==> src/rtl/nsvl_pkg.sv <==
// ----------------------------------------------------------------------------
// nsvl_pkg
// Shared sizes, register codes and controller/datapath link types for the
// nearest sorted value lookup.
// ----------------------------------------------------------------------------
package nsvl_pkg;

  localparam int TABLE_DEPTH = 1024;
  localparam int VALUE_BITS  = 32;
  localparam int ADDR_W      = $clog2(TABLE_DEPTH);
  localparam int CNT_W       = $clog2(TABLE_DEPTH + 1);
  localparam int SLOT_W      = 10;
  localparam int COUNT_W     = 11;
  localparam int PADDR_W     = 3;
  localparam int PDATA_W     = 32;

  // Input command codes
  localparam logic CMD_STORE = 1'b0;
  localparam logic CMD_QUERY = 1'b1;

  // Register index (word address bit of paddr)
  localparam logic REG_EVENT_COUNT = 1'b0;

  // Controller to datapath commands
  typedef struct packed {
    logic store;     // write value into slot
    logic load;      // capture query and bounds, form first midpoint
    logic issue;     // read entry at midpoint
    logic step;      // compare midpoint entry, narrow the bounds
    logic fetch_up;  // hold lower neighbor, read upper neighbor
    logic finish;    // pick the nearer neighbor, load result
  } nsvl_cmd_t;

  // Datapath to controller status
  typedef struct packed {
    logic more;      // bounds still span more than one entry
  } nsvl_stat_t;

endpackage

==> src/rtl/nsvl_ctrl.sv <==
// ----------------------------------------------------------------------------
// nsvl_ctrl
// Sequencer for one item: store, or bisect then read both neighbors.
// ----------------------------------------------------------------------------
module nsvl_ctrl (
  input  logic                 clk,
  input  logic                 rst,
  input  logic                 start,
  input  logic                 command,
  output logic                 busy,
  output logic                 done,
  output nsvl_pkg::nsvl_cmd_t  cmd,
  input  nsvl_pkg::nsvl_stat_t stat
);
  import nsvl_pkg::*;

  typedef enum logic [2:0] {
    S_IDLE,
    S_READ,
    S_BISECT,
    S_READ_LO,
    S_READ_UP
  } state_t;

  state_t state;
  state_t state_next;
  logic   accept;

  assign busy   = (state != S_IDLE);
  assign accept = start && !busy;

  // Decode commands from the state
  always_comb begin
    cmd          = '0;
    state_next   = state;
    unique case (state)
      S_IDLE: begin
        cmd.store = accept && (command == CMD_STORE);
        cmd.load  = accept && (command == CMD_QUERY);
        if (cmd.load) begin
          state_next = S_READ;
        end
      end
      S_READ: begin
        cmd.issue  = 1'b1;
        state_next = S_BISECT;
      end
      S_BISECT: begin
        cmd.step = 1'b1;
        if (!stat.more) begin
          state_next = S_READ_LO;
        end
      end
      S_READ_LO: begin
        cmd.fetch_up = 1'b1;
        state_next   = S_READ_UP;
      end
      S_READ_UP: begin
        cmd.finish = 1'b1;
        state_next = S_IDLE;
      end
      default: begin
        state_next = S_IDLE;
      end
    endcase
  end

  // State and result strobe
  always_ff @(posedge clk) begin
    if (rst) begin
      state <= S_IDLE;
      done  <= 1'b0;
    end else begin
      state <= state_next;
      done  <= cmd.finish;
    end
  end

`ifndef SYNTHESIS
  a_done_idle : assert property (@(posedge clk) disable iff (rst)
    done |-> !busy)
    else $error("result strobe while busy");

  a_busy_from_query : assert property (@(posedge clk) disable iff (rst)
    $rose(busy) |-> $past(start && command == CMD_QUERY))
    else $error("busy rose without a query beat");

  a_bisect_entry : assert property (@(posedge clk) disable iff (rst)
    (state == S_BISECT) |->
      $past(state == S_READ || (state == S_BISECT && stat.more)))
    else $error("bisection step without open bounds");
`endif

endmodule

==> config.mk <==
export PLATFORM = sky130hd
export DESIGN_NAME = nsvl_ctrl
export DESIGN_NICKNAME = d
export VERILOG_FILES = /design/src/rtl/nsvl_pkg.sv /design/src/rtl/nsvl_ctrl.sv
export SDC_FILE = /design/constraint.sdc
export NUM_CORES = 1
export LEC_CHECK = 0
export ABC_AREA = 1
export BUFFER_PORTS_ARGS = -buffer_cell sky130_fd_sc_hd__buf_2
export CAP_MARGIN = 10
export CORE_AREA = 2 2 39 41
export CTS_CLUSTER_SIZE = 30
export DETAILED_ROUTE_END_ITERATION = 12
export DIE_AREA = 0 0 41 43
export GPL_TIMING_DRIVEN = 0
export PLACE_DENSITY = 0.43
export SYNTH_ARGS = -nofsm -noshare
export SYNTH_HDL_FRONTEND = slang
export SYNTH_SLANG_ARGS = --single-unit
==> constraint.sdc <==
create_clock -name clk -period 0.9 [get_ports clk]
set_input_delay 0.045 -clock clk [delete_from_list [all_inputs] [get_ports clk]]
set_output_delay 0.045 -clock clk [all_outputs]
set_load 0.02 [all_outputs]
Word-level counts from Yosys, hierarchy flattened
Cells that the tools add are included.

cells by class
  add/sub/neg operators = 0
  multipliers = 0
  divide/modulo/power cells = 0
  order comparisons = 0
  equal/unequal tests = 6
  shift operators = 0
  mux-type cells = 8
  bitwise gates (word level) = 1
  reductions and logical operators = 7

operators with widths
  cell                  count
  $pmux W3 S4           1
  $eq A3 B2 Y1 const B  2
  $mux W3               2
  $mux W1               4
  $ne A2 B2 Y1 const B  2
  $eq A3 B1 Y1 const B  1
  $eq A3 B3 Y1 const B  1
  $logic_and A1 B1 Y1   3
  $logic_not A3 Y1      1
  $reduce_bool A3 Y1    1
  $mux W2               1
  $reduce_and A2 Y1     1
  $logic_not A1 Y1      1
  $not A1 Y1            1

word-level totals
  flip-flop bits (word level) = 4
  bits in latches = 0
  bits in writable memories = 0
  memory bits (read-only) = 0
  bits of input ports = 5
  output and inout port bits = 8
  logic and storage cells = 24
  memories kept = 0

Depth between registers and ports, before layout
Gate-level depths: netlist of the first run.

  word-level depth = 6
  gate-level depth with buffers = 6

Least setup slack after synthesis of the first run
No wires, ideal clock.

  kind = reg-to-output
  start = register state[0]
  end = output cmd[4] in the netlist's numbering
  arrival time = 0.932 ns
  data required time = 0.855 ns
  slack = -0.077 ns
  cell stages (with the launch flop) = 6
  path through = dfxtp_1 -> inv_2 -> nand2_2 -> nor2_2 -> nand2_1 -> nor2_1

RTL lines
  item                      RTL line         text
  start: declaration        nsvl_ctrl.sv:25  state_t state;
  start signal: assignment  nsvl_ctrl.sv:74  state <= state_next;
  end: declaration          nsvl_ctrl.sv:12  output nsvl_pkg::nsvl_cmd_t cmd,

Final worst setup path of the first run
  start = register state[0]
  end = output busy

between the ends
  word-level cells in the longest chain between the ends = 1

RTL lines
  item                RTL line         text
  $reduce_bool A3 Y1  nsvl_ctrl.sv:29  assign busy = (state != S_IDLE);
  end: declaration    nsvl_ctrl.sv:10  output logic busy,

No other way between the ends.

==> impl_metrics.csv, run 1 <==
group,metric,value,unit
placed_design,port_buffers,12,
timing,tightest_slew,0.183,ns
synthesis,synth_ff_type,"dfxtp_1",
status,violations,"negative setup slack",
clock_tree,root_buffer,"clkbuf_4",
global_route,grt_busiest_layer,"met2",
cells_and_area,final_util,0.331,
floorplanning,die_area,1760,sq um
worst_hold_path,min_path_type,"in -> reg",
clock_tree,clock_latency,0.23,ns
synthesis,synth-seq-cells,4,
floorplanning,core_area,1380,sq um
setup_path,path_class,"reg -> out",
clock_tree,htreeDepth,1,
cells_and_area,drive_gt1_frac,0.778,
power_and_ir_drop,p_leak,0.234,nW
job,drv_cap,0,
timing,relSlewSlack,0.877,
synthesis,synthCells,30,
floorplanning,io_pins,13,
drt,drt_wl_total,644,microns
worst_hold_path,min_from,"rst",
synthesis,ys_seq_area_frac,0.400,
global_route,grt_usage,0.0873,
synthesis,avgSynthCellArea,6.67,sq um
setup_path,ff2ff_path_depth,8,
status,status,"complete, but fails checks",
placed_design,dp_cells,58,
clock_tree,clockBufferDepth,2,
cells_and_area,n_antenna_cell,0,
timing,clock_skew,0.00218,ns
timing,setup_viol,10,
synthesis,yosys-top-cells-count,"inv_1, dfxtp_1, nand2_1, nor2_1",
timing,rsz0062_at_grt,"true",
global_route,antenna_found_initial,0,
global_route,grtUsageMet3,0.0785,
drt,drt_iter0_drc,0,
synthesis,synth_top_area_frac,0.400,
global_route,grt_start_max_net_pins,6,
cells_and_area,fin_cells,70,
setup_path,r2r_start,"state[0]$_SDFFE_PP0P_",
synthesis,syn_area,200,sq um
worst_hold_path,hold_depth,2,
placed_design,dpl-instance-area,280,sq um
synthesis,synthTopCellsByArea,"dfxtp_1, inv_1, nand2_1",
global_route,grt_pass1_wl,986,microns
power_and_ir_drop,power_density,1890,nW/um^2
setup_path,setup.worst_path.start,"state[0]$_SDFFE_PP0P_",
drt,firstDrtPassIters,1,
synthesis,yosysWarnings,0,
setup_path,crit_path_start_kind,"flop",
synthesis,syn_nets,35,
floorplanning,die_x,41,microns
synthesis,async_reset_ff_frac,0,
cells_and_area,fillers,151,
floorplanning,rows,14,
timing,hold_viol,0,
synthesis,synth_edf_count,0,
setup_path,critPathArrivalTime,1.07,ns
placed_design,dpl.hpwl,376,microns
cells_and_area,fin_area,458,sq um
drt,postRouteAntennaNets,0,
global_route,grt_pass1_vias,246,
synthesis,synth_top_area_cell,"dfxtp_1",
timing,fin_crit_sh,1.24,
timing,fmax,896,MHz
clock_tree,clkTransAtPathRegs,0.04,ns
setup_path,worstPathMaxFanout,3,
placed_design,gp_congestion,0.682,
setup_path,critPathCaptureType,"output port",
clock_tree,cts_tree,"built",
power_and_ir_drop,power,0.865,mW
floorplanning,die_h,43,microns
placed_design,dp_slack,-0.0840,ns
cells_and_area,area_growth,129,%
clock_tree,holdBufCountCts,0,
global_route,use_met2,0.109,
cells_and_area,final_nets,61,
power_and_ir_drop,peakVddDrop,0.000657,V
drt,vias,268,
drt,wl_per_cell,9.20,microns
timing,slew_viol_final,0,
drt,viasPerCell,3.83,
global_route,grt.overflow.total,0,
setup_path,cp_data_required_time,0.85,ns
synthesis,synthMostInstantiatedCell,"inv_1",
clock_tree,clkSinkCount,4,
drt,drcViolationCount,0,
timing,timing.final.ws_setup,-0.216,ns
clock_tree,numCtsBuffers,3,
global_route,use_met1,0.109,
timing,min_period,1.12,ns
synthesis,synthDistinctLibCells,13,
floorplanning,start_util,0.145,
==> placed cells by master (no fill, tap or decap), types with 3 or more instances in the layout <==
cell	instances
nor2_1	3
nand2_1	3
inv_1	3
buf_6	3
clkbuf_4	3
buf_4	13
inv_2	4
buf_2	5
==> metal layers <==
metal,share of wire,routed length (microns)
met4,0,0
met2,0.52,334
met3,0.061,39
met5,0,0
met1,0.42,269
==> final timing paths <==
path	slack [ns]	endpoint
worst max-delay path	-0.22	busy
worst min register to register	0.48	done$_SDFF_PP0_
worst max register to register	-0.10	state[0]$_SDFFE_PP0P_
worst min-delay path	0.03	done$_SDFF_PP0_
==> through the flow <==
| stage | setup TNS (ns) | hold WS (ns) |
|---|---|---|
| final | -1.47 | 0.0345 |
| after global routing | -2.03 | 0.0319 |
| after CTS | -1.59 | 0.0130 |
| after detailed placement | -0.162 | 0.263 |
| after global placement | -0.190 | 0.267 |
| after floorplan | -0.244 | 0.114 |
==> sequential cells by signal, indices dropped and copies added (netlist names) <==
name   cells
done       1
state      3
==> area by class of cell <==
cell class	instances	area [sq um]	share of cell area
clock buffer	3	22.5	0.0492
inverter	8	32.5	0.0710
multi-input combinational	18	138	0.301
sequential	4	88.8	0.194
tap	16	20.0	0.0437
timing repair buffer	21	156	0.342
==> power breakdown <==
part,internal [mW],switching [mW]
logic,0.210,0.202
registers,0.202,0.0328
clock network,0.149,0.0686
==> repair_timing <==
action                     CTS  global route
gates resized for setup     21             7
pin swaps                    5             6
buffers inserted             9             0
hold endpoints to repair     0             0
gates cloned                 0             0
setup endpoints to repair    7            11
==> critical path: stages (launching register included) <==
cell and delay, ns:
dfxtp_4 0.35, inv_4 0.06, nand2_4 0.05, nor2_4 0.09, buf_4 0.12, inv_1 0.03, buf_4 0.14
==> logic make-up (layout without fill, tap and decap cells) <==
family,Yosys count,in the layout,synth area share
compound gates,2,2,0.0687
buf+inv,8,32,0.150
flops,4,4,0.400
simple gates,16,16,0.381
Power figures use the tool's default switching activity.
==> run 2: changes to the inputs <==
==> constraint.sdc (replaced) <==
create_clock -name clk -period 0.9 [get_ports clk]
set_input_delay 0.09 -clock clk [delete_from_list [all_inputs] [get_ports clk]]
set_output_delay 0.09 -clock clk [all_outputs]
set_load 0.02 [all_outputs]
==> impl_metrics.csv, run 2 (synthesis gave the netlist of run 1 again) <==
group,metric,value,unit
setup_path,critPathSlowestCell,"dfxtp_2",
timing,min_period,1.23,ns
timing,clock_skew,0.00262,ns
cells_and_area,top_regs,"state (3), done (1)",
cells_and_area,largest_reg_flops,3,
drt,wl_per_cell,10.0,microns
setup_path,worstPathMaxFanout,2,
cells_and_area,final_cell_mix,"buf_4, buf_2, inv_2, buf_6",
floorplanning,die_h,43,microns
clock_tree,cts_tree,"built",
clock_tree,clkSinkCount,4,
cells_and_area,regMostFlops,"state",
setup_path,r2r-end,"state[1]$_SDFFE_PP0P_",
placed_design,port_buffers,12,
power_and_ir_drop,peakVddDrop,0.000616,V
cells_and_area,drive_gt1_frac,0.842,
worst_hold_path,min_from,"rst",
floorplanning,start_util,0.145,
power_and_ir_drop,internal_power,0.571,mW
power_and_ir_drop,p_sw_frac,0.366,
setup_path,cp_data_required_time,0.81,ns
drt,route.met2.wl,429,microns
setup_path,r2r_slack,-0.17,ns
setup_path,path_class,"reg -> out",
floorplanning,die_area,1760,sq um
global_route,grt_pass1_vias,266,
worst_hold_path,min_to,"state[1]$_SDFFE_PP0P_",
global_route,grt.overflow.total,0,
status,status,"complete, but fails checks",
drt,drt_wl_total,731,microns
cells_and_area,n_antenna_cell,0,
setup_path,critPathArrivalTime,1.14,ns
timing,tightest_slew,0.191,ns
setup_path,crit_path_frequent_cell,"buf_4",
drt,postRouteAntennaNets,0,
clock_tree,htreeDepth,1,
timing,whs,0.0717,ns
timing,hold_viol,0,
drt,routed-wl-met3,66,microns
timing,rsz0062_at_grt,"true",
power_and_ir_drop,p_leak,0.250,nW
drt,top_layer,"met3",
drt,drcViolationCount,0,
timing,setup_viol,11,
drt,firstDrtPassIters,2,
cells_and_area,final_nets,64,
cells_and_area,final_common_cell,"buf_4",
timing,timing.final.ws_setup,-0.330,ns
clock_tree,holdBufCountCts,0,
placed_design,gp_congestion,0.618,
floorplanning,io_pins,13,
global_route,grt_usage,0.0873,
clock_tree,numCtsBuffers,3,
floorplanning,rows,14,
setup_path,critPathCaptureType,"output port",
cells_and_area,fillers,155,
global_route,grt_pass1_wl,1.00,mm
clock_tree,clockBufferDepth,2,
global_route,antenna_found_initial,0,
status,violations,"negative setup slack",
power_and_ir_drop,pwr-share-clk,0.253,
clock_tree,clock_latency,0.24,ns
drt,wl_met1,235,microns
job,drv_cap,0,
cells_and_area,area_growth,147,%
power_and_ir_drop,p_switching,0.329,mW
floorplanning,die_x,41,microns
timing,fmax,813,MHz
drt,viasPerCell,3.96,
worst_hold_path,min_path_type,"in -> reg",
clock_tree,clkTransAtPathRegs,0.04,ns
timing,slew_viol_final,0,
floorplanning,core_area,1380,sq um
drt,drt_iter0_drc,2,
setup_path,r2r_start,"state[2]$_SDFFE_PP0P_",
global_route,grt_start_max_net_pins,6,
clock_tree,root_buffer,"clkbuf_4",
power_and_ir_drop,power_density,1820,nW/um^2
setup_path,crit_path_start_kind,"flop",
worst_hold_path,hold_depth,2,
drt,vias,289,
placed_design,dpl.hpwl,364,microns
cells_and_area,final_util,0.357,
timing,relSlewSlack,0.872,
power_and_ir_drop,p_seq_frac,0.251,
power_and_ir_drop,combPwrFrac,0.496,
setup_path,cp_slowest_stage_delay,0.32,ns
timing,fin_crit_sh,1.37,
setup_path,ff2ff_path_depth,6,
setup_path,crit_chain,"buf_4, buf_4, nor3_2, buf_4",
run 2: cell types whose count changed in the layout (fill, tap and decap cells not counted), sizes merged:
cell	delta
buf	+3
run 2: layout make-up:
cell class / count / area [sq um] / area share
Timing Repair Buffer: 24 / 181 / 0.367
Tap cell: 16 / 20.0 / 0.0405
Multi-Input combinational cell: 18 / 156 / 0.316
Sequential cell: 4 / 83.8 / 0.170
Clock buffer: 3 / 22.5 / 0.0456
Inverter: 8 / 30.0 / 0.0608
run 2: per-stage QoR:
step / power, mW / setup slack [ns] / area, sq um / TNS, ns / instances
floorplan: 0.406 / -0.0599 / 225 / -0.121 / 30
global placement: 0.477 / -0.156 / 305 / -0.347 / 58
detailed placement: 0.475 / -0.141 / 305 / -0.329 / 58
CTS: 0.829 / -0.284 / 414 / -1.88 / 68
global route: 0.963 / -0.370 / 494 / -3.04 / 73
finish: 0.900 / -0.330 / 494 / -2.40 / 73
run 2: power by group through the flow:
stage	sequential, mW	combinational (mW)	clock [mW]
after floorplan	0.223	0.184	0
after global placement	0.227	0.250	0
after detailed placement	0.226	0.248	0
after CTS	0.221	0.370	0.238
after global routing	0.229	0.486	0.248
final	0.226	0.447	0.227
run 2: what timing repair did:
item                       4_1_cts  5_1_grt
pin swaps                        4        0
resized for setup               12       10
setup endpoints to repair        7        9
buffers inserted                 7        5
run 2: per-layer routing:
| metal | up-vias | GRT usage |
|---|---|---|
| met1 | 127 | 0.0994 |
| met4 | 0 | 0.0200 |
| met2 | 14 | 0.119 |
| li1 | 148 | - |
| met3 | 0 | 0.0785 |
| met5 | - | 0 |
run 2: worst max-delay path, delay by kind of cell, from the launching register on:
family | cells | cell delay [ns]
buffers and inverters | 3 | 0.44
flip-flops | 1 | 0.32
AND/OR/NAND/NOR | 1 | 0.14
run 2: how the worst max path moves through the flow:
| stage | from | to | cells after the start | slack, ns |
|---|---|---|---|---|
| final | state[2]$_SDFFE_PP0P_ | cmd[1] | 4 | -0.33 |
| after global routing | state[2]$_SDFFE_PP0P_ | cmd[1] | 4 | -0.37 |
| after CTS | state[2]$_SDFFE_PP0P_ | cmd[4] | 6 | -0.28 |
| after detailed placement | state[2]$_SDFFE_PP0P_ | cmd[5] | 6 | -0.14 |
| after global placement | state[2]$_SDFFE_PP0P_ | cmd[5] | 6 | -0.16 |
| after floorplan | state[2]$_SDFFE_PP0P_ | cmd[4] | 5 | -0.06 |
==> run 3: changes to the inputs <==
PLACE_DENSITY = 0.44   (was 0.43)
clock period = 1.1 ns   (was 0.9 ns; I/O delays follow)
==> impl_metrics.csv, run 3 (synthesis gave the netlist of run 1 again) <==
group,metric,value,unit
timing,setup_viol,6,
timing,slew_viol_final,0,
power_and_ir_drop,pwr-share-clk,0.265,
floorplanning,core_area,1380,sq um
drt,drcViolationCount,0,
floorplanning,die_x,41,microns
floorplanning,start_util,0.145,
power_and_ir_drop,power,0.669,mW
drt,viasPerCell,3.79,
setup_path,cp_data_required_time,0.99,ns
timing,fmax,834,MHz
clock_tree,htreeDepth,1,
placed_design,gp_congestion,0.690,
power_and_ir_drop,p_seq_frac,0.274,
status,violations,"negative setup slack",
power_and_ir_drop,p_switching,0.230,mW
placed_design,dpl.hpwl,348,microns
cells_and_area,largest_reg_flops,3,
drt,firstDrtPassIters,1,
timing,min_period,1.20,ns
timing,hold_viol,0,
global_route,grt.overflow.total,0,
power_and_ir_drop,power_density,1640,nW/um^2
clock_tree,numCtsBuffers,3,
drt,vias,254,
cells_and_area,fillers,150,
power_and_ir_drop,combPwrFrac,0.462,
timing,timing.final.ws_setup,-0.0988,ns
timing,relSlewSlack,0.858,
global_route,grt_start_max_net_pins,6,
cells_and_area,final_nets,58,
power_and_ir_drop,p_leak,0.214,nW
setup_path,critPathCaptureType,"output port",
setup_path,path_class,"reg -> out",
global_route,grt_pass1_vias,247,
timing,tightest_slew,0.211,ns
placed_design,port_buffers,12,
setup_path,worstPathMaxFanout,3,
cells_and_area,final_cell_mix,"buf_4, buf_2, inv_2",
drt,wl_per_cell,8.06,microns
timing,rsz0062_at_grt,"true",
global_route,antenna_found_initial,0,
power_and_ir_drop,peakVddDrop,0.000562,V
clock_tree,holdBufCountCts,0,
power_and_ir_drop,internal_power,0.439,mW
cells_and_area,n_antenna_cell,0,
floorplanning,rows,14,
setup_path,critPathArrivalTime,1.09,ns
drt,drt_wl_total,540,microns
status,status,"complete, but fails checks",
clock_tree,cts_tree,"built",
job,drv_cap,0,
timing,clock_skew,0.00125,ns
clock_tree,clkSinkCount,4,
setup_path,ff2ff_path_depth,7,
cells_and_area,top_regs,"state (3), done (1)",
cells_and_area,regMostFlops,"state",
timing,fin_crit_sh,1.09,
placed_design,dp_slack,0.0569,ns
floorplanning,die_h,43,microns
setup_path,crit_path_start_kind,"flop",
floorplanning,io_pins,13,
global_route,grt_pass1_wl,883,microns
cells_and_area,final_common_cell,"buf_4",
cells_and_area,drive_gt1_frac,0.706,
drt,drt_iter0_drc,0,
clock_tree,clkTransAtPathRegs,0.03,ns
clock_tree,root_buffer,"clkbuf_4",
worst_hold_path,hold_depth,2,
global_route,grt_usage,0.0792,
drt,postRouteAntennaNets,0,
power_and_ir_drop,p_sw_frac,0.343,
floorplanning,die_area,1760,sq um
cells_and_area,area_growth,104,%
clock_tree,clockBufferDepth,2,
clock_tree,clock_latency,0.23,ns
worst_hold_path,min_path_type,"in -> reg",
run 3: per-stage QoR:
| stage | util | cells | hold WS [ns] | TNS [ns] | instance area, sq um |
|---|---|---|---|---|---|
| floorplan | - | 30 | 0.179 | 0 | 200 |
| global placement | 0.203 | 58 | 0.329 | 0 | 280 |
| detailed placement | 0.203 | 58 | 0.325 | 0 | 280 |
| CTS | 0.288 | 66 | 0.0685 | -0.485 | 398 |
| global route | 0.295 | 67 | 0.0635 | -0.795 | 408 |
| finish | 0.295 | 67 | 0.0732 | -0.413 | 408 |
run 3: power by group through the flow:
| stage | combinational (mW) | clock [mW] | sequential (mW) |
|---|---|---|---|
| 3_5_place_dp | 0.178 | 0 | 0.181 |
| 5_1_grt | 0.334 | 0.199 | 0.185 |
| 3_3_place_gp | 0.182 | 0 | 0.182 |
| 2_1_floorplan | 0.128 | 0 | 0.178 |
| 4_1_cts | 0.306 | 0.187 | 0.182 |
| 6_report | 0.309 | 0.177 | 0.183 |
run 3: cell type report:
class                      count  area [sq um]  area share
clock buffer                   3          22.5      0.0552
inverter                       8          30.0      0.0736
multi-input combinational     18           118       0.288
sequential                     4          86.3       0.212
tap                           16          20.0      0.0491
timing repair buffer          18           131       0.322
run 3: timing repair:
item,in CTS,in global routing
gates resized for setup,21,1
setup endpoints to repair,6,7
buffers inserted,5,1
pin swaps,1,1
run 3: metal layers:
metal / part of all wire / track usage / vias up / wire length (microns)
met3: 0.10 / 0.0785 / 0 / 56
met1: 0.44 / 0.0897 / 106 / 237
met5: 0 / 0 / - / 0
li1: - / - / 135 / -
met2: 0.46 / 0.0938 / 13 / 247
met4: 0 / 0.0400 / 0 / 0
run 3: worst paths after layout:
kind / start / slack (ns) / endpoint
worst min register to register: state[1]$_SDFFE_PP0P_ / 0.48 / done$_SDFF_PP0_
worst max-delay path: state[0]$_SDFFE_PP0P_ / -0.1 / cmd[4]
worst min-delay path: rst / 0.07 / state[1]$_SDFFE_PP0P_
worst max register to register: state[0]$_SDFFE_PP0P_ / 0.15 / state[0]$_SDFFE_PP0P_
run 3: critical path, stage by stage (launching register included):
cell     delay, ns
dfxtp_2       0.32
inv_2         0.07
nand2_2       0.07
nor2_4        0.10
nand2_2       0.06
nor2_1        0.09
buf_4         0.14
